$ cat config.mk
export PLATFORM = sky130hd
export DESIGN_NAME = bts_front
export DESIGN_NICKNAME = d
export VERILOG_FILES = /design/src/hdl/bts_pkg.sv /design/src/hdl/bts_front.sv
export SDC_FILE = /design/constraint.sdc
export NUM_CORES = 1
export LEC_CHECK = 0
export BUFFER_PORTS_ARGS = -buffer_cell sky130_fd_sc_hd__buf_4
export CORE_MARGIN = 3
export CORE_UTILIZATION = 49
export CTS_CLUSTER_DIAMETER = 40
export DETAILED_ROUTE_END_ITERATION = 10
export PLACE_DENSITY = 0.67
export SKIP_CTS_REPAIR_TIMING = 1
export SYNTH_ARGS = -nofsm -noshare
export SYNTH_HDL_FRONTEND = slang
export SYNTH_SLANG_ARGS = --single-unit
$ cat constraint.sdc
create_clock -name clk -period 10.55 [get_ports clk]
set_clock_uncertainty 0.2 [all_clocks]
set_input_delay 3.165 -clock clk [delete_from_list [all_inputs] [get_ports clk]]
set_output_delay 3.165 -clock clk [all_outputs]
set_load 0.02 [all_outputs]
$ cat src/hdl/bts_pkg.sv
package bts_pkg;

	localparam logic MODE_WRITE  = 1'b0;
	localparam logic MODE_SAMPLE = 1'b1;

	localparam logic [1:0] REG_WIDTH   = 2'd0;
	localparam logic [1:0] REG_HEIGHT  = 2'd1;
	localparam logic [1:0] REG_PRESENT = 2'd2;

	localparam int TEXEL_W = 24;
	localparam int ADDR_W  = 16;
	localparam int FRAC_W  = 16;

	// Job handed from the front end to the back end through the queue.
	typedef struct packed {
		logic              is_sample;
		logic              present;
		logic [ADDR_W-1:0] addr0;
		logic [ADDR_W-1:0] addr1;
		logic [ADDR_W-1:0] addr2;
		logic [ADDR_W-1:0] addr3;
		logic [FRAC_W:0]   wx0;
		logic [FRAC_W:0]   wx1;
		logic [FRAC_W:0]   wy0;
		logic [FRAC_W:0]   wy1;
	} bts_job_t;

	typedef struct packed {
		logic [15:0] red;
		logic [15:0] green;
		logic [15:0] blue;
		logic        was_sample;
	} bts_result_t;

endpackage

$ cat src/hdl/bts_front.sv
module bts_front
	import bts_pkg::*;
#(
	parameter int MAX_DIM = 256
) (
	input  logic        clk,
	input  logic        arst_n,
	input  logic        in_valid,
	output logic        in_ready,
	input  logic        mode,
	input  logic [15:0] texel_address,
	input  logic [16:0] u_coord,
	input  logic [16:0] v_coord,
	input  logic [8:0]  tex_width,
	input  logic [8:0]  tex_height,
	input  logic        texture_present,
	output logic        job_valid,
	input  logic        job_ready,
	output bts_job_t    job
);

	localparam int DIM_W = $clog2(MAX_DIM + 1);
	localparam int PROD_W = 17 + DIM_W;
	localparam int CRD_W = PROD_W - FRAC_W;

	logic [DIM_W-1:0]  w_eff, h_eff;
	logic [PROD_W-1:0] su, sv;

	// Stage 1: scale coordinates.
	logic              valid_s1, sample_s1, present_s1;
	logic [15:0]       addr_s1;
	logic [PROD_W-1:0] su_s1, sv_s1;
	logic [DIM_W-1:0]  w_s1, h_s1;
	logic              adv_s1, adv_s2;

	// Stage 2: clamped coordinates and weights.
	logic              valid_s2;
	bts_job_t          job_s2;

	function automatic logic [DIM_W-1:0] eff_dim(input logic [8:0] d);
		if (d == 9'd0) begin
			return DIM_W'(1);
		end else if (32'(d) > 32'(MAX_DIM)) begin
			return DIM_W'(MAX_DIM);
		end
		return DIM_W'(d);
	endfunction

	always_comb begin
		w_eff = eff_dim(tex_width);
		h_eff = eff_dim(tex_height);
		su = PROD_W'(u_coord) * PROD_W'(w_eff);
		sv = PROD_W'(v_coord) * PROD_W'(h_eff);
	end

	assign adv_s2   = !valid_s2 || job_ready;
	assign adv_s1   = !valid_s1 || adv_s2;
	assign in_ready = adv_s1;

	always_ff @(posedge clk or negedge arst_n) begin
		if (!arst_n) begin
			valid_s1 <= 1'b0;
			valid_s2 <= 1'b0;
		end else begin
			if (adv_s1) begin
				valid_s1 <= in_valid;
			end
			if (adv_s2) begin
				valid_s2 <= valid_s1;
			end
		end
	end

	always_ff @(posedge clk) begin
		if (adv_s1 && in_valid) begin
			sample_s1  <= (mode == MODE_SAMPLE);
			present_s1 <= texture_present;
			addr_s1    <= texel_address;
			su_s1      <= su;
			sv_s1      <= sv;
			w_s1       <= w_eff;
			h_s1       <= h_eff;
		end
	end

	logic [CRD_W:0]    x0, x1, y0, y1, wl, hl;
	logic [FRAC_W-1:0] fx, fy;
	logic [CRD_W+DIM_W:0] row0, row1;
	bts_job_t          nj;

	always_comb begin
		wl = (CRD_W + 1)'(w_s1) - 1'b1;
		hl = (CRD_W + 1)'(h_s1) - 1'b1;
		x0 = (CRD_W + 1)'(su_s1[PROD_W-1:FRAC_W]);
		y0 = (CRD_W + 1)'(sv_s1[PROD_W-1:FRAC_W]);
		fx = su_s1[FRAC_W-1:0];
		fy = sv_s1[FRAC_W-1:0];
		x1 = x0 + 1'b1;
		y1 = y0 + 1'b1;
		if (x0 > wl) x0 = wl;
		if (x1 > wl) x1 = wl;
		if (y0 > hl) y0 = hl;
		if (y1 > hl) y1 = hl;
		row0 = (CRD_W + DIM_W + 1)'(y0 * w_s1);
		row1 = (CRD_W + DIM_W + 1)'(y1 * w_s1);
		nj.is_sample = sample_s1;
		nj.present   = present_s1;
		if (sample_s1) begin
			nj.addr0 = ADDR_W'(row0 + (CRD_W + DIM_W + 1)'(x0));
		end else begin
			nj.addr0 = addr_s1;
		end
		nj.addr1 = ADDR_W'(row0 + (CRD_W + DIM_W + 1)'(x1));
		nj.addr2 = ADDR_W'(row1 + (CRD_W + DIM_W + 1)'(x0));
		nj.addr3 = ADDR_W'(row1 + (CRD_W + DIM_W + 1)'(x1));
		nj.wx1 = {1'b0, fx};
		nj.wx0 = (FRAC_W + 1)'(1 << FRAC_W) - {1'b0, fx};
		nj.wy1 = {1'b0, fy};
		nj.wy0 = (FRAC_W + 1)'(1 << FRAC_W) - {1'b0, fy};
	end

	always_ff @(posedge clk) begin
		if (adv_s2 && valid_s1) begin
			job_s2 <= nj;
		end
	end

	assign job_valid = valid_s2;
	assign job       = job_s2;

	a_weights_sum: assert property (@(posedge clk) disable iff (!arst_n)
		valid_s2 |-> (job_s2.wx0 + job_s2.wx1 == (FRAC_W + 1)'(1 << FRAC_W)))
		else $error("horizontal weights do not sum to one");
	a_hold: assert property (@(posedge clk) disable iff (!arst_n)
		(valid_s2 && !job_ready) |=> (valid_s2 && $stable(job_s2)))
		else $error("job changed while stalled");
	a_ready: assert property (@(posedge clk) disable iff (!arst_n)
		(valid_s1 && valid_s2 && !job_ready) |-> !in_ready)
		else $error("front accepts while full");

endmodule

Word-level counts from Yosys, hierarchy flattened. Cells that the tools add are included.

Reductions and logical operators: 8. Muxes and demuxes: 15. Add/sub/neg operators: 10. Multiply operators: 4. $lt $le $gt $ge: 6.

Operators with widths (count): $add 16x11->16 (4); $mux 9 (6); $mul 17x9->26 (2); $mux 11 (4); $sub 17x16->17 const A (2); $mul 11x9->16 (2); $add 10x1->11 const B (2); $gt 10x11->1 (2); $gt 11x11->1 (2); $sub 9x1->10 const B (2); $gt 9x9->1 const B (2); $logic_not 9->1 (2); $mux 16 (1); $mux 1 (4); $logic_and 1x1->1 (2); $logic_not 1->1 (2); $logic_or 1x1->1 (2).

Output and inout port bits: 136. Bits in registers: 222. Logic and storage cells: 62. Input port bits: 74.

Depth between registers and ports, before layout.
Depth in word-level cells: 6. Mapped depth: 37.

Least setup slack after synthesis. Ideal clock, no wire load.

Path kind: in2reg. From: input tex_height[4]. To: register sv_s1[24], data pin. Setup slack: 0.953 ns. Stages on the path: 28. Data arrival time: 9.140 ns. Cells stage by stage: or4_1 -> nor2_1 -> ha_1 -> clkbuf_1 -> nor2b_1 -> a21o_1 -> clkbuf_1 -> clkbuf_1 -> nand2_1 -> fa_1 -> inv_1 -> fa_1 -> inv_1 -> fa_1 -> inv_1 -> fa_1 -> ha_1 -> o21a_1 -> o21a_1 -> o21a_1 -> o21ai_0 -> nor2_1 -> o21ai_0 -> a31oi_1 -> nor2b_1 -> o31ai_1 -> nand2_1 -> xor2_1.

Longest elaborated chain between the ends: 5. Elaborated cells between the ends (all ways): 7. Classes of those cells: 1 x mul; 1 x order compare; 4 x mux; 1 x reduce/logical.

RTL lines: start, declared (line bts_front.sv:15) `input logic [8:0] tex_height,`; $gt 9x9->1 (line bts_front.sv:43) `end else if (32'(d) > 32'(MAX_DIM)) begin`; $mux 1 (line bts_front.sv:43); $mux 1 (line bts_front.sv:41) `if (d == 9'd0) begin`; $mux 9 * (line bts_front.sv:46) `return DIM_W'(d);`; named net h_eff[0] (line bts_front.sv:26) `logic [DIM_W-1:0] w_eff, h_eff;`; $mul 17x9->26 * (line bts_front.sv:53) `sv = PROD_W'(v_coord) * PROD_W'(h_eff);`; named net sv[24] (line bts_front.sv:27) `logic [PROD_W-1:0] su, sv;`; end signal, assigned (line bts_front.sv:80) `sv_s1 <= sv;`; end, declared (line bts_front.sv:32) `logic [PROD_W-1:0] su_s1, sv_s1;`.

The timed path passes the listed nets; every way through them passes the cells marked *. A chain may end at the register's enable or synchronous reset.

Worst setup path in the final report.
From: input tex_width[2]. To: register su_s1[25], data pin.

Longest elaborated chain between the ends: 5. Elaborated cells between the ends (all ways): 7. Classes of those cells: 1 x mul; 1 x order compare; 4 x mux; 1 x reduce/logical.

RTL lines: start, declared (line bts_front.sv:14) `input logic [8:0] tex_width,`; $gt 9x9->1 (line bts_front.sv:43); $mux 1 (line bts_front.sv:43); $mux 1 (line bts_front.sv:41); $mux 9 * (line bts_front.sv:46); $mul 17x9->26 * (line bts_front.sv:52) `su = PROD_W'(u_coord) * PROD_W'(w_eff);`; named net su[25] (line bts_front.sv:27); end signal, assigned (line bts_front.sv:79) `su_s1 <= su;`; end, declared (line bts_front.sv:32).

Marks and branches as above.

==> reports/results.tsv <==
stage	metric	value	unit
run_status	status	completed	
timing	report.final.slew_viol_count	0	
route	drc	0	
cts	cts.sinks	220	
die	dieArea	56300	µm²
global_route	grt_overflow	0	
cts	cts_buffers	40	
cts	clock_latency	0.56	ns
die	die_h	237	µm
worst_hold_path	hp-class	flop to flop	
timing	hold_viol	0	
cts	ctsHtreeMaxLevel	2	
timing	setup_viol	0	
route	ant_nets	0	
logic_synthesis	synth_cell_types	67	
critical_path	setup.worst_path.end_class	flop	
logic_synthesis	synth_cells	2717	
logic_synthesis	synth_enable_flop_cells	218	
die	boundaryPins	210	
global_route	grt_pass1_vias	19924	
place	dp.final_hpwl	49600	µm
global_route	grt.total_usage	22.7	%
route	drt-initial-drc-count	1070	
route	first_pass_iters	5	
die	die_width	237	µm
timing	tightest_slew	0.974	ns
route	drt-total-wl	62200	µm
logic_synthesis	ys_async_sr_fraction	0.909	%
critical_path	timing.reg2reg.setup_slack	1.12	ns
cts	root_buffer	clkbuf_16	
place	gp_congestion	0.920	
finish	n_antenna_cell	0	
timing	max_freq	102	MHz
flow_run	drv_cap	0	
logic_synthesis	syn_area	26200	µm²
cts	cts.clk_slew.worst_paths	0.05	ns
timing	min_period_over_period	93.2	%
finish	nets	3539	
global_route	grt_antenna_before_repair	0	
finish	area_growth	13.5	%
cts	cts_tree	built	
die	rows	84	
place	port_buffers	207	
logic_synthesis	synth_warnings	0	
critical_path	crit_type	input pin to flop	
die	start_util	49.6	%
timing	finalCriticalPeriod	9.83	ns
timing	setup_tns	0	ns
logic_synthesis	ys_ff_latch	220	
critical_path	crit_fanout	19	
critical_path	cp.arrival	9.94	ns
logic_synthesis	synth.avg_cell_area	9.64	µm²
finish	drive_above_1_share	11.3	%
global_route	grt_max_degree	70	
logic_synthesis	synthFlopType	edfxtp_1	
route	viasPerCell	5.23	
die	coreArea	52800	µm²
global_route	grt_first_pass_wirelength	103000	µm
critical_path	cp.required	10.66	ns
cts	clockBufferDepth	3	
timing	slew_headroom	35.1	%
route	dr_total_vias	18869	
worst_hold_path	holdPathStages	0	
logic_synthesis	yosysSeqAreaShare	25.2	%
timing	rsz0062_at_grt	no	
route	post_drt_wl_per_cell	17.2	µm
critical_path	r2r_cells	30	
critical_path	start_kind	input pin	
==> synth_stat cells, drive strengths merged (11+ instances only) <==
master	instances	area, µm²
inv	526	1970
nand2	373	1400
fa	334	6690
ha	240	3000
edfxtp	218	6550
and2	121	757
xnor2	121	1070
nor2	119	447
a21oi	91	455
clkbuf	71	267
and3	61	382
o21ai	46	230
xor2	46	403
o21a	34	255
a21o	33	249
nor3	32	171
nor2b	31	194
buf	25	109
nand2b	22	138
nand3	20	100
mux2	14	161
a21boi	12	90.1
nor4	12	90.1
mux2i	11	110
or3	11	68.8
==> layer usage <==
layer  GRT usage, %  vias to the layer above  wire length (µm)
met2           38.2                      551             30100
met5              0                        -                 0
met1           29.3                     9219             25700
met3           4.80                      125              3970
li1               -                     8974                 -
met4           8.33                        0              2400
==> critical path, stage by stage <==
cell	delay [ns]
buf_4	0.12
or4_1	0.52
nor2_1	0.12
ha_1	0.36
buf_4	0.27
a21o_1	0.40
buf_4	0.24
nand2_1	0.09
fa_1	0.58
fa_1	0.46
fa_1	0.52
fa_1	0.50
inv_1	0.04
ha_1	0.35
a21o_1	0.19
a21oi_1	0.23
o21bai_1	0.11
nand2_1	0.07
o21ai_0	0.12
nor2_1	0.14
a21oi_1	0.10
and4_1	0.20
a2111oi_0	0.68
a21oi_1	0.19
xnor2_1	0.16
==> area by class of cell <==
| cell class | instances | area (µm²) |
|---|---|---|
| clock inverters | 31 | 318 |
| inverters | 526 | 1970 |
| fillers | 4634 | 23000 |
| repair buffers | 227 | 1700 |
| clock buffers | 42 | 1010 |
| flip-flops and latches | 220 | 6600 |
| well taps | 688 | 861 |
| multi-input cells | 1876 | 17300 |
==> final timing paths <==
check / from / end
max: tex_width[2] / su_s1[25]$_DFFE_PP_
min: present_s1$_DFFE_PP_ / job[132]$_DFFE_PP_
max reg2reg: h_s1[3]$_DFFE_PP_ / job[128]$_DFFE_PP_
min reg2reg: present_s1$_DFFE_PP_ / job[132]$_DFFE_PP_
max in group asynchronous: arst_n / job_valid$_DFFE_PN0P_
min in group asynchronous: arst_n / valid_s1$_DFFE_PN0N_
==> sequential cells by signal, summed over array words and instances (netlist names) <==
signal	count
addr_s1	16
h_s1	9
job	130
job_valid	1
present_s1	1
sample_s1	1
su_s1	26
sv_s1	26
valid_s1	1
w_s1	9
==> placed cells by master, fill, tap and decap left out, types with 11 or more instances in the layout <==
cell and count:
a21boi_0 12, a21o_1 32, a21oi_1 91, and2_1 119, and3_1 61, buf_4 227, clkbuf_16 40, edfxtp_1 218
fa_1 334, ha_1 240, inv_1 526, mux2_2 13, mux2i_1 11, nand2_1 373, nand2b_1 22, nand3_1 20
nor2_1 119, nor2b_1 31, nor3_1 31, nor4_1 11, o21a_1 34, o21ai_0 41, or3_1 11, xnor2_1 120
xor2_1 46
==> cells by family (layout without fill, tap and decap cells) <==
family,count (synthesis),after routing,share of synthesized area (%)
XOR/XNOR,170,170,5.87
flip-flops,220,220,25.2
AND/OR/NAND/NOR,839,839,15.4
multiplexers,25,25,1.04
adder cells (fa/ha/maj),575,575,37.0
buffers and inverters,622,826,8.97
AO/OA/AOI/OAI,265,265,6.53
other,1,2,0.0143
==> metrics by stage <==
stage | instances | hold slack (ns) | setup slack, ns | instance area, µm² | util [%]
after floorplan | 2718 | 0.200 | 0.953 | 26200 | -
after global placement | 3537 | 0.203 | 0.468 | 28400 | 53.8
after detailed placement | 3537 | 0.211 | 0.227 | 28400 | 53.8
after CTS | 3610 | 0.222 | 0.831 | 29700 | 56.3
after global routing | 3610 | 0.227 | 0.323 | 29700 | 56.3
final | 3610 | 0.219 | 0.722 | 29700 | 56.3
Power is left out: the tool's default activity adds up to more than one toggle a clock period on the data nets, which glitch-free logic cannot reach.
