<file path="config.mk">
export PLATFORM = sky130hd
export DESIGN_NAME = bts_queue
export DESIGN_NICKNAME = d
export VERILOG_FILES = /design/src/hdl/bts_pkg.sv /design/src/hdl/bts_queue.sv
export SDC_FILE = /design/constraint.sdc
export NUM_CORES = 1
export LEC_CHECK = 0
export BUFFER_PORTS_ARGS = -buffer_cell sky130_fd_sc_hd__clkbuf_2
export CORE_MARGIN = 3
export CORE_UTILIZATION = 40
export DETAILED_ROUTE_END_ITERATION = 8
export REMOVE_ABC_BUFFERS = 1
export SETUP_SLACK_MARGIN = 0.3
export SLEW_MARGIN = 30
export SYNTH_ARGS = -nofsm -noshare
export SYNTH_HDL_FRONTEND = slang
export SYNTH_SLANG_ARGS = --single-unit
</file>
<file path="constraint.sdc">
create_clock -name clk -period 3.55 [get_ports clk]
set_clock_uncertainty 0.2 [all_clocks]
set_input_delay 0.355 -clock clk [delete_from_list [all_inputs] [get_ports clk]]
set_output_delay 0.355 -clock clk [all_outputs]
set_load 0.05 [all_outputs]
</file>
<file path="src/hdl/bts_pkg.sv">
package bts_pkg;

	localparam logic MODE_WRITE  = 1'b0;
	localparam logic MODE_SAMPLE = 1'b1;

	localparam logic [1:0] REG_WIDTH   = 2'd0;
	localparam logic [1:0] REG_HEIGHT  = 2'd1;
	localparam logic [1:0] REG_PRESENT = 2'd2;

	localparam int TEXEL_W = 24;
	localparam int ADDR_W  = 16;
	localparam int FRAC_W  = 16;

	// Job handed from the front end to the back end through the queue.
	typedef struct packed {
		logic              is_sample;
		logic              present;
		logic [ADDR_W-1:0] addr0;
		logic [ADDR_W-1:0] addr1;
		logic [ADDR_W-1:0] addr2;
		logic [ADDR_W-1:0] addr3;
		logic [FRAC_W:0]   wx0;
		logic [FRAC_W:0]   wx1;
		logic [FRAC_W:0]   wy0;
		logic [FRAC_W:0]   wy1;
	} bts_job_t;

	typedef struct packed {
		logic [15:0] red;
		logic [15:0] green;
		logic [15:0] blue;
		logic        was_sample;
	} bts_result_t;

endpackage

</file>
<file path="src/hdl/bts_queue.sv">
module bts_queue
	import bts_pkg::*;
#(
	parameter int DEPTH = 4
) (
	input  logic     clk,
	input  logic     arst_n,
	input  logic     wr_valid,
	output logic     wr_ready,
	input  bts_job_t wr_job,
	output logic     rd_valid,
	input  logic     rd_ready,
	output bts_job_t rd_job
);

	localparam int PTR_W = $clog2(DEPTH);

	bts_job_t          slots_q [DEPTH];
	logic [PTR_W-1:0]  wptr_q, rptr_q;
	logic [PTR_W:0]    count_q;
	logic              push, pop;

	assign wr_ready = (count_q != (PTR_W + 1)'(DEPTH));
	assign rd_valid = (count_q != '0);
	assign rd_job   = slots_q[rptr_q];
	assign push     = wr_valid && wr_ready;
	assign pop      = rd_valid && rd_ready;

	always_ff @(posedge clk or negedge arst_n) begin
		if (!arst_n) begin
			wptr_q  <= '0;
			rptr_q  <= '0;
			count_q <= '0;
		end else begin
			if (push) wptr_q <= (wptr_q == PTR_W'(DEPTH - 1)) ? '0 : wptr_q + 1'b1;
			if (pop) rptr_q <= (rptr_q == PTR_W'(DEPTH - 1)) ? '0 : rptr_q + 1'b1;
			unique case ({push, pop})
				2'b10:   count_q <= count_q + 1'b1;
				2'b01:   count_q <= count_q - 1'b1;
				default: count_q <= count_q;
			endcase
		end
	end

	always_ff @(posedge clk) begin
		if (push) begin
			slots_q[wptr_q] <= wr_job;
		end
	end

	a_count: assert property (@(posedge clk) disable iff (!arst_n)
		count_q <= (PTR_W + 1)'(DEPTH))
		else $error("queue overfilled");
	a_track: assert property (@(posedge clk) disable iff (!arst_n)
		(push && !pop) |=> (count_q == $past(count_q) + 1'b1))
		else $error("queue count lost a push");

endmodule

</file>
-- Word level (Yosys, flattened, before mapping)
Memories as Yosys holds them, arrays and structs flattened.
Index checks and enable logic that the tools add are counted.
Widths: inputs -> output; s select.
- reductions and logical operators: 4
- eq/ne operators: 5
- mux-type cells: 5
- add/sub/neg operators: 4
- operator list (kind ; count):
    $eq 2x2->1 const B ; 3
    $pmux 3 s2 ; 1
    $add 2x1->2 const B ; 2
    $mux 2 ; 2
    $add 3x1->3 const B ; 1
    $ne 3x3->1 const B ; 1
    $reduce_bool 3->1 ; 1
    $sub 3x1->3 const B ; 1
    $eq 2x1->1 const B ; 1
    $logic_and 1x1->1 ; 2
    $mux 1 ; 2
    $reduce_bool 2->1 ; 1
- bits in registers: 7
- output and inout bits: 136
- memory bits (writable): 536
- memories: 1
- logic and storage cells: 22
- input bits: 138
- memories (memory ; depth ; width ; read ports ; clocked after Yosys merged registers in ; wr ports ; line ; RTL):
    slots_q ; 4 ; 134 ; 1 ; 0 ; 1 ; bts_queue.sv:18 ; bts_job_t slots_q [DEPTH];

-- Logic depth before layout (Yosys ltp)
Gate-level depths: netlist of the first run.
- depth in word-level cells: 4
- mapped depth: 9
- depth with buffers taken out: 9

-- Worst setup path after synthesis of the first run
Ideal clock, no wire load.
- path type: flip-flop to flip-flop
- start point: register count_q[2]
- end point: memory slots_q[0][0] (netlist bit), enable pin
- required time: 2.916 ns
- slack: 0.464 ns
- stages on the path, launching flop included: 3
- setup time: 0.434 ns
- buffers on the path: 0
- arrival time: 2.452 ns
- period minus slack after synthesis: 3.086 ns
- cells stage by stage: dfrtp_1 or3b_4 and3_2
- longest elaborated chain between the ends: 4
- RTL lines (what ; line ; RTL):
    from (decl) ; bts_queue.sv:20 ; logic [PTR_W:0] count_q;
    from (signal assigned) ; bts_queue.sv:38 ; 2'b10: count_q <= count_q + 1'b1;
    from (signal assigned) ; bts_queue.sv:39 ; 2'b01: count_q <= count_q - 1'b1;
    from (signal assigned) ; bts_queue.sv:40 ; default: count_q <= count_q;
    $ne 3x3->1 ; bts_queue.sv:23 ; assign wr_ready = (count_q != (PTR_W + 1)'(DEPTH));
    net wr_ready ; bts_queue.sv:9 ; output logic wr_ready,
    $logic_and 1x1->1 ; bts_queue.sv:26 ; assign push = wr_valid && wr_ready;
    $mux 1 ; bts_queue.sv:46 ; if (push) begin
    $mux 1 (not written as such) ; bts_queue.sv:47 ; slots_q[wptr_q] <= wr_job;
    to (decl) ; bts_queue.sv:18 ;
The timed path passes the listed nets, and every way through them passes these cells.

==> results of run 1 <==
cell type report:
type	instances	area [sq um]	area share, %
antenna	1	2.50	0.00990
clock buffer	66	1420	5.61
clock inverter	31	284	1.12
inverter	7	26.3	0.104
multi-input combinational	160	3290	13.0
sequential	543	16300	64.4
tap	656	821	3.25
timing repair buffer	442	3150	12.5
layer usage:
layer	up-vias	global-route usage, %
met5	-	0
met4	0	4.06
met3	53	4.83
met2	248	25.7
met1	4923	20.3
li1	4167	-
cells in the mapped netlist:
library cell	number	area (sq um)
clkbuf_1	5	18.8
fa_1	1	20.0
mux2i_1	1	10.0
buf_1	2	7.51
nand2_1	1	3.75
mux2_2	2	22.5
xor2_1	2	17.5
buf_4	1	7.51
dfrtp_1	7	175
inv_1	7	26.3
buf_2	16	80.1
and3_2	4	30.0
buf_6	6	67.6
or3b_4	1	11.3
xnor2_1	1	8.76
mux4_2	134	3020
edfxtp_1	536	16100
and2_4	1	8.76
or3_2	1	7.51
mux2_4	2	30.0
nor2_1	3	11.3
ha_1	6	75.1
flip-flops by register name, summed over array words and instances, names as in the netlist:
name / count
slots_q: 536
count_q: 3
rptr_q: 2
wptr_q: 2
worst max-delay path by stage:
stage / slack (ps) / endpoint / cells past startpoint
2_1_floorplan: -3100 / rd_job[0] / 1
3_3_place_gp: 980 / rd_job[25] / 3
3_5_place_dp: 980 / rd_job[84] / 3
4_1_cts: 330 / rd_job[84] / 3
5_1_grt: 470 / rd_job[84] / 3
6_report: 610 / rd_job[84] / 3
where the power goes:
group | switching [mW] | internal (mW)
logic | 6.41 | 2.83
clock network | 2.27 | 3.19
registers | 0.380 | 8.46
timing repair:
action,in CTS,in global routing
hold endpoints to repair,545,0
setup endpoints to repair,0,19
hold buffers,137,0
buffers inserted,0,1
stage by stage:
stage          setup WS [ps]  utilization [%]
6_report                 611             52.4
5_1_grt                  474             52.4
4_1_cts                  325             52.3
3_5_place_dp             981             46.0
2_1_floorplan          -3100                -
3_3_place_gp             982             46.0
cells by family after synthesis:
family,count (synthesis),share of synthesized area [%]
and+or+nand+nor,11,0.367
buffers and inverters,37,1.05
DFF,543,82.4
xor gates and xnor gates,3,0.133
muxes,139,15.6
adders and majority gates,7,0.481
worst reg2reg max path: stages, from the launching register on:
cell and delay (ps):
dfrtp_1 410, or3b_4 450, and2_4 190, inv_1 50, ha_1 170, inv_1 60, fa_1 370, xor2_1 150
nor2_1 110, xor2_1 140
==> results.toml, run 1 <==
[global_routing]
grt_pass1_wl_um = 62400
antenna_found_initial = 1
grt_max_degree = 50
gr-usage-all-layers_pct = 15.6
grt_remaining_overflow = 0
grt_pass1_vias = 10309

[routing]
vias_per_cell = 4.93
wl_per_cell_um = 21.1
drtAntennaViolNets = 0
dr_wl_met3_um = 2670
met2WireLength_um = 20000
firstDrtPassIters = 5
drt_iter0_drc = 430
wl_um = 40100
drc = 0
route.vias.total = 9391
met1_length_um = 16800
dr.max_layer_used = "met4"

[place]
dpl.cell_count = 1670
io_buffers = 273
hpwl_um = 24300
gp_congestion = 0.698
placedInstanceArea_sq_mm = 0.0222

[power_and_ir_drop]
power_mw = 23.5
leakage_nw = 8.75
powerDensity_mw_per_mm2 = 931
peakVddDrop_v = 0.000783

[hold_path]
hold_class = "input port to flip-flop"
whs_path_depth = 3
min_to = "wptr_q[0]"
hold_start = "wr_valid"

[clock_tree]
htreeDepth = 2
cts_tree = "done"
clockRootBuffer = "clkbuf_16"
cts_buffer_depth = 3
cts_inserted_buffers = 55
clk_pin_slew_ps = 60
cts.sinks = 543
worstSkewPairLatency_ps = 580
cts_resized = 0

[sta]
fin_crit_ps = 2940
hold_violations = 0
period_share_pct = 82.8
slew_headroom_pct = 56.5
whs_ps = 49.2
setup_viol = 0
slew_violations = 0
rsz0062_at_grt = "false"
worst_pin_slew_ps = 653
fmax_ghz = 0.340
setup-tns-final_ps = 0

[status]
status = "finished, final reports clean"

[logic_synthesis]
syn_inst = 740
synth.yosys.warnings = 0
synthDistinctLibCells = 22
synth_area_sq_mm = 0.0198
seq_area_frac_synth_pct = 82.4
avgSynthCellArea_sq_um = 26.7
ys_seq_elements = 543

[critical_path]
crit_slowest_cell = "dfrtp_4"
cpPeakStageDelay_ps = 620
critPathCaptureType = "output pin"
worstPathRequired_ps = 2990
cpLargestDelayFamily = "flip-flops"
reg2reg_slack_ps = 1190
reg2reg_from = "count_q[0]"
path_cells = "buf_4 > mux4_2 > clkbuf_2"
critPathLaunchType = "flip-flop"
path_buf_inv = 2
crit_start = "rptr_q[0]"
crit_arrival_ps = 2380
crit_type = "flip-flop to output pin"
r2r-end = "count_q[2]"
critPathMaxFanout = 13
worst_r2r_path_depth = 9

[floorplanning]
die_area_sq_mm = 0.0521
rows = 80
core_sq_mm = 0.0482
die_w_um = 228
io_pins = 274
dieHeight_um = 228
initial_core_util_pct = 40.9

[finish]
nNetsFinal = 1354
drive_gt1_share_pct = 42.2
fin_cells = 1906
synthToLayoutAreaGrowth_pct = 27.9
layout.cells.most_common = "edfxtp_1"
num-fill-cells = 3831
final_cell_mix = "edfxtp_1, clkbuf_2, dlygate4sd3_1"
stdcell_area_sq_mm = 0.0253

[run]
drv_cap = 0
Power figures use the tool's default switching activity.
==> inputs of run 2 (changes only) <==
==> constraint.sdc (replaced) <==
create_clock -name clk -period 2.56 [get_ports clk]
set_clock_uncertainty 0.2 [all_clocks]
set_input_delay 0.256 -clock clk [delete_from_list [all_inputs] [get_ports clk]]
set_output_delay 0.256 -clock clk [all_outputs]
set_load 0.05 [all_outputs]
==> results.toml, run 2 (same netlist as run 1, synthesis figures left out) <==
[global_routing]
antenna_found_initial = 4
grt_pass1_wl_um = 64300
grt_remaining_overflow = 0
grt_pass1_vias = 10502
gr-usage-all-layers_pct = 16.1
grt_max_degree = 42

[sta]
rsz0062_at_grt = "true"
fmax_ghz = 0.379
setup_viol = 86
hold_violations = 0
slew_violations = 0
slew_headroom_pct = 71.6
worst_pin_slew_ps = 426
setup_slack_ps = -76.3
fin_crit_ps = 2640
period_share_pct = 103

[clock_tree]
clk_pin_slew_ps = 60
cts_inserted_buffers = 55
clockRootBuffer = "clkbuf_16"
cts.sinks = 543
htreeDepth = 2
worstSkewPairLatency_ps = 580
cts_tree = "done"
cts_buffer_depth = 3

[power_and_ir_drop]
p_sw_share_pct = 36.2
p_seq_share_pct = 33.2
p_clk_share_pct = 21.9
leakage_nw = 9.43
p_sw_mw = 13.2
pwr-share-comb_pct = 45.0
internal_power_mw = 23.3
powerDensity_mw_per_mm2 = 1350
power_mw = 36.6
peakVddDrop_v = 0.000994

[finish]
fin_cells = 1941
layout.cells.most_common = "edfxtp_1"
synthToLayoutAreaGrowth_pct = 36.9
drive_gt1_share_pct = 44.1
reg_top3 = "slots_q x536, count_q x3"
top_register = "slots_q"
final_util_pct = 56.1
largest_register_ffs = 536
nNetsFinal = 1384
final_cell_mix = "edfxtp_1, dlygate4sd3_1, clkbuf_2"

[critical_path]
worst_r2r_path_depth = 9
crit_arrival_ps = 2180
critPathCaptureType = "output pin"
critPathMaxFanout = 11
r2r-end = "count_q[2]"
worstPathRequired_ps = 2100
reg2reg_slack_ps = 360
crit_type = "flip-flop to output pin"
reg2reg_from = "count_q[0]"
critPathLaunchType = "flip-flop"

[routing]
firstDrtPassIters = 5
drtAntennaViolNets = 0
wl_um = 42000
drc = 0
drt_iter0_drc = 480
vias_per_cell = 4.92
route.vias.total = 9544
wl_per_cell_um = 21.6

[status]
status = "complete, but fails checks"
violations = "negative setup slack"

[floorplanning]
dieHeight_um = 228
core_sq_mm = 0.0482
io_pins = 274
die_w_um = 228
die_area_sq_mm = 0.0521
rows = 80
initial_core_util_pct = 40.9

[hold_path]
whs_path_depth = 2
hold_class = "input port to flip-flop"
hold_start = "wr_job[83]"
min_to = "slots_q[2][83]"

[place]
hpwl_um = 24300
gp_congestion = 0.711
dpl.cell_count = 1679
io_buffers = 273

[run]
drv_cap = 0
run 2: changes by cell type in the layout (fill, tap and decap cells not counted), moves of 5 or more:
| cell | change |
|---|---|
| clkbuf_2 | -136 |
| buf_8 | +55 |
| clkbuf_8 | +51 |
| buf_6 | +18 |
| buf_4 | +15 |
| buf_12 | +9 |
| clkbuf_4 | +7 |
| clkbuf_16 | +6 |
| buf_16 | +5 |
run 2: final cells by class:
| class | instances | area, sq um |
|---|---|---|
| clock inverters | 33 | 342 |
| repair buffers | 472 | 4800 |
| clock buffers | 67 | 1460 |
| fillers | 3608 | 21200 |
| flip-flops and latches | 543 | 16300 |
| diodes | 3 | 7.51 |
| well taps | 656 | 821 |
| multi-input cells | 160 | 3310 |
| inverters | 7 | 26.3 |
run 2: worst max-delay path by stage:
stage                     depth (start not counted)        from           to  slack, ps
final                                             4   rptr_q[0]  rd_job[114]        -80
after global placement                            9  count_q[0]   count_q[2]        190
after global routing                              4   rptr_q[0]  rd_job[114]       -170
after floorplan                                   1   rptr_q[0]    rd_job[0]      -3990
after detailed placement                          9  count_q[0]   count_q[2]        180
after CTS                                         4   rptr_q[0]  rd_job[114]       -170
run 2: routing by layer:
| metal | global-route usage (%) | part of all wire (%) |
|---|---|---|
| met1 | 20.8 | 41 |
| met2 | 26.8 | 50 |
| met3 | 4.75 | 6.9 |
| met4 | 4.14 | 2.2 |
| met5 | 0 | 0.017 |
run 2: what timing repair did:
| action | CTS | global route |
|---|---|---|
| pin swaps | 4 | 4 |
| gates cloned | 4 | 2 |
| endpoints found under the hold margin | 548 | 0 |
| endpoints found under the setup margin | 136 | 138 |
| resized for setup | 255 | 100 |
| hold buffers | 138 | 0 |
| buffers inserted | 9 | 6 |
run 2: power by group through the flow:
stage | clock [mW] | sequential [mW] | combinational, mW
after global placement | 0 | 12.3 | 13.2
after CTS | 8.23 | 12.1 | 16.0
final | 7.99 | 12.1 | 16.4
after floorplan | 0 | 12.7 | 7.20
after global routing | 8.58 | 12.3 | 17.2
after detailed placement | 0 | 12.3 | 13.1
run 2: worst max-delay path, cell delays in order (launching register included):
cell,delay [ps]
dfrtp_4,510
buf_12,180
buf_12,160
mux4_2,540
clkbuf_8,200
run 2: per-stage QoR:
stage	worst slack (ps)	TNS, ps	hold WS (ps)	area (sq um)
final	-76.3	-3430	231	27000
after global routing	-174	-13810	204	27000
after CTS	-168	-12940	179	26800
after detailed placement	175	0	-89.5	22300
after global placement	191	0	-90.9	22300
after floorplan	-3990	-824310	-240	19600
==> inputs of run 3 (changes only) <==
==> constraint.sdc (replaced) <==
create_clock -name clk -period 2.4 [get_ports clk]
set_clock_uncertainty 0.2 [all_clocks]
set_input_delay 0.24 -clock clk [delete_from_list [all_inputs] [get_ports clk]]
set_output_delay 0.24 -clock clk [all_outputs]
set_load 0.05 [all_outputs]
==> results.toml, run 3 (same netlist as run 1, synthesis figures left out) <==
[routing]
drtAntennaViolNets = 0
firstDrtPassIters = 6
wl_per_cell_um = 21.8
drt_iter0_drc = 665
route.vias.total = 9757
wl_um = 42900
vias_per_cell = 4.97
drc = 0

[sta]
slew_headroom_pct = 68.9
setup_viol = 134
period_share_pct = 109
hold_violations = 0
setup-tns-final_ps = -22190
fmax_ghz = 0.381
setup_slack_ps = -228
fin_crit_ps = 2630
worst_pin_slew_ps = 467
rsz0062_at_grt = "true"
slew_violations = 0

[floorplanning]
rows = 80
initial_core_util_pct = 40.9
die_area_sq_mm = 0.0521
core_sq_mm = 0.0482
die_w_um = 228
io_pins = 274
dieHeight_um = 228

[run]
drv_cap = 0

[place]
placedInstanceArea_sq_mm = 0.0225
dpl.cell_count = 1690
hpwl_um = 24900
gp_congestion = 0.728
io_buffers = 273

[global_routing]
grt_pass1_vias = 10678
grt_remaining_overflow = 0
grt_max_degree = 65
gr-usage-all-layers_pct = 16.1
grt_pass1_wl_um = 64300
antenna_found_initial = 0

[finish]
stdcell_area_sq_mm = 0.0276
final_cell_mix = "edfxtp_1, dlygate4sd3_1, clkbuf_2"
largest_register_ffs = 536
top_register = "slots_q"
final_util_pct = 57.2
layout.cells.most_common = "edfxtp_1"
fin_cells = 1964
seq_area_sq_mm = 0.0163
reg_top3 = "slots_q x536, count_q x3"
num-fill-cells = 3526
drive_gt1_share_pct = 44.7
synthToLayoutAreaGrowth_pct = 39.6
multiInputGateArea_sq_mm = 0.00332
nNetsFinal = 1407

[critical_path]
critPathLaunchType = "flip-flop"
reg2reg_slack_ps = 240
worstPathRequired_ps = 1960
crit_arrival_ps = 2190
critPathMaxFanout = 8
crit_type = "flip-flop to output pin"
critPathCaptureType = "output pin"

[clock_tree]
cts.sinks = 543
cts_tree = "done"
cts_inserted_buffers = 54
worstSkewPairLatency_ps = 580
htreeDepth = 2
clk_pin_slew_ps = 60
clockRootBuffer = "clkbuf_16"
cts_buffer_depth = 3

[power_and_ir_drop]
leakage_nw = 9.64
peakVddDrop_v = 0.000834
powerDensity_mw_per_mm2 = 1440

[status]
violations = "negative setup slack"
status = "complete, but fails checks"

[hold_path]
hold_class = "input port to flip-flop"
[run 3: cell types whose count changed in the layout (fill, tap and decap cells not counted), moves of 2 or more]
cell        previous run  this run
buf_8                 55        87
clkbuf_16             61        68
clkinvlp_4             1         4
clkinv_4               2         0
buf_16                 5        13
buf_4                 33        25
buf_6                 18        23
clkinv_1              10        13
bufinv_16              7         3
clkbuf_8              51        36
clkbuf_4               7         0
clkbuf_1              10        14
diode_2                3         1
[run 3: routing by layer]
metal  track usage, %  vias to the layer above  routed length, um
li1                 -                     4284                  -
met1             21.1                     5109              17500
met2             26.9                      292              21700
met3             3.88                       72               2740
met4             5.23                        0                994
met5                0                        -                  0
[run 3: timing repair]
action,CTS,global route
pin swaps,5,1
endpoints found under the setup margin,138,209
endpoints found under the hold margin,549,0
cloned,3,11
buffers inserted,13,7
resized for setup,290,124
hold buffers,138,0
[run 3: metrics by stage]
step / total power [mW] / hold slack, ps / setup WS [ps]
2_1_floorplan: 20.9 / -256 / -4130
5_1_grt: 41.1 / 198 / -292
4_1_cts: 38.7 / 160 / -314
6_report: 39.6 / 213 / -228
3_3_place_gp: 27.4 / -107 / 77.7
3_5_place_dp: 27.5 / -110 / 75.8
[run 3: layout make-up]
| type | instances | area share (%) |
|---|---|---|
| Clock inverter | 32 | 0.844 |
| Multi-Input combinational cell | 160 | 12.0 |
| Sequential cell | 543 | 59.0 |
| Inverter | 7 | 0.0953 |
| Clock buffer | 69 | 5.18 |
| Antenna cell | 1 | 0.00907 |
| Timing Repair Buffer | 496 | 19.9 |
| Tap cell | 656 | 2.98 |
[run 3: path summary, 6_finish.rpt]
path                              from         endpoint  cells past startpoint
setup / recovery             rptr_q[0]       rd_job[17]                      5
hold / removal             wr_job[124]  slots_q[1][124]                      2
setup reg to reg            count_q[0]       count_q[2]                      9
hold reg to reg             count_q[2]       count_q[2]                      1
max in group asynchronous       arst_n        rptr_q[0]                      3
min in group asynchronous       arst_n        rptr_q[1]                      3
[run 3: critical path, stage by stage, from the launching register on]
cell       delay [ps]
dfrtp_4           530
buf_12            150
buf_16            130
buf_16            150
mux4_2            450
clkbuf_16         190
[run 3: report_power, final]
group / internal [mW] / switching, mW / total, mW
Clock: 4.52 / 3.41 / 7.93
Combinational: 8.22 / 10.5 / 18.8
Sequential: 12.5 / 0.411 / 12.9
Total: 25.2 / 14.4 / 39.6
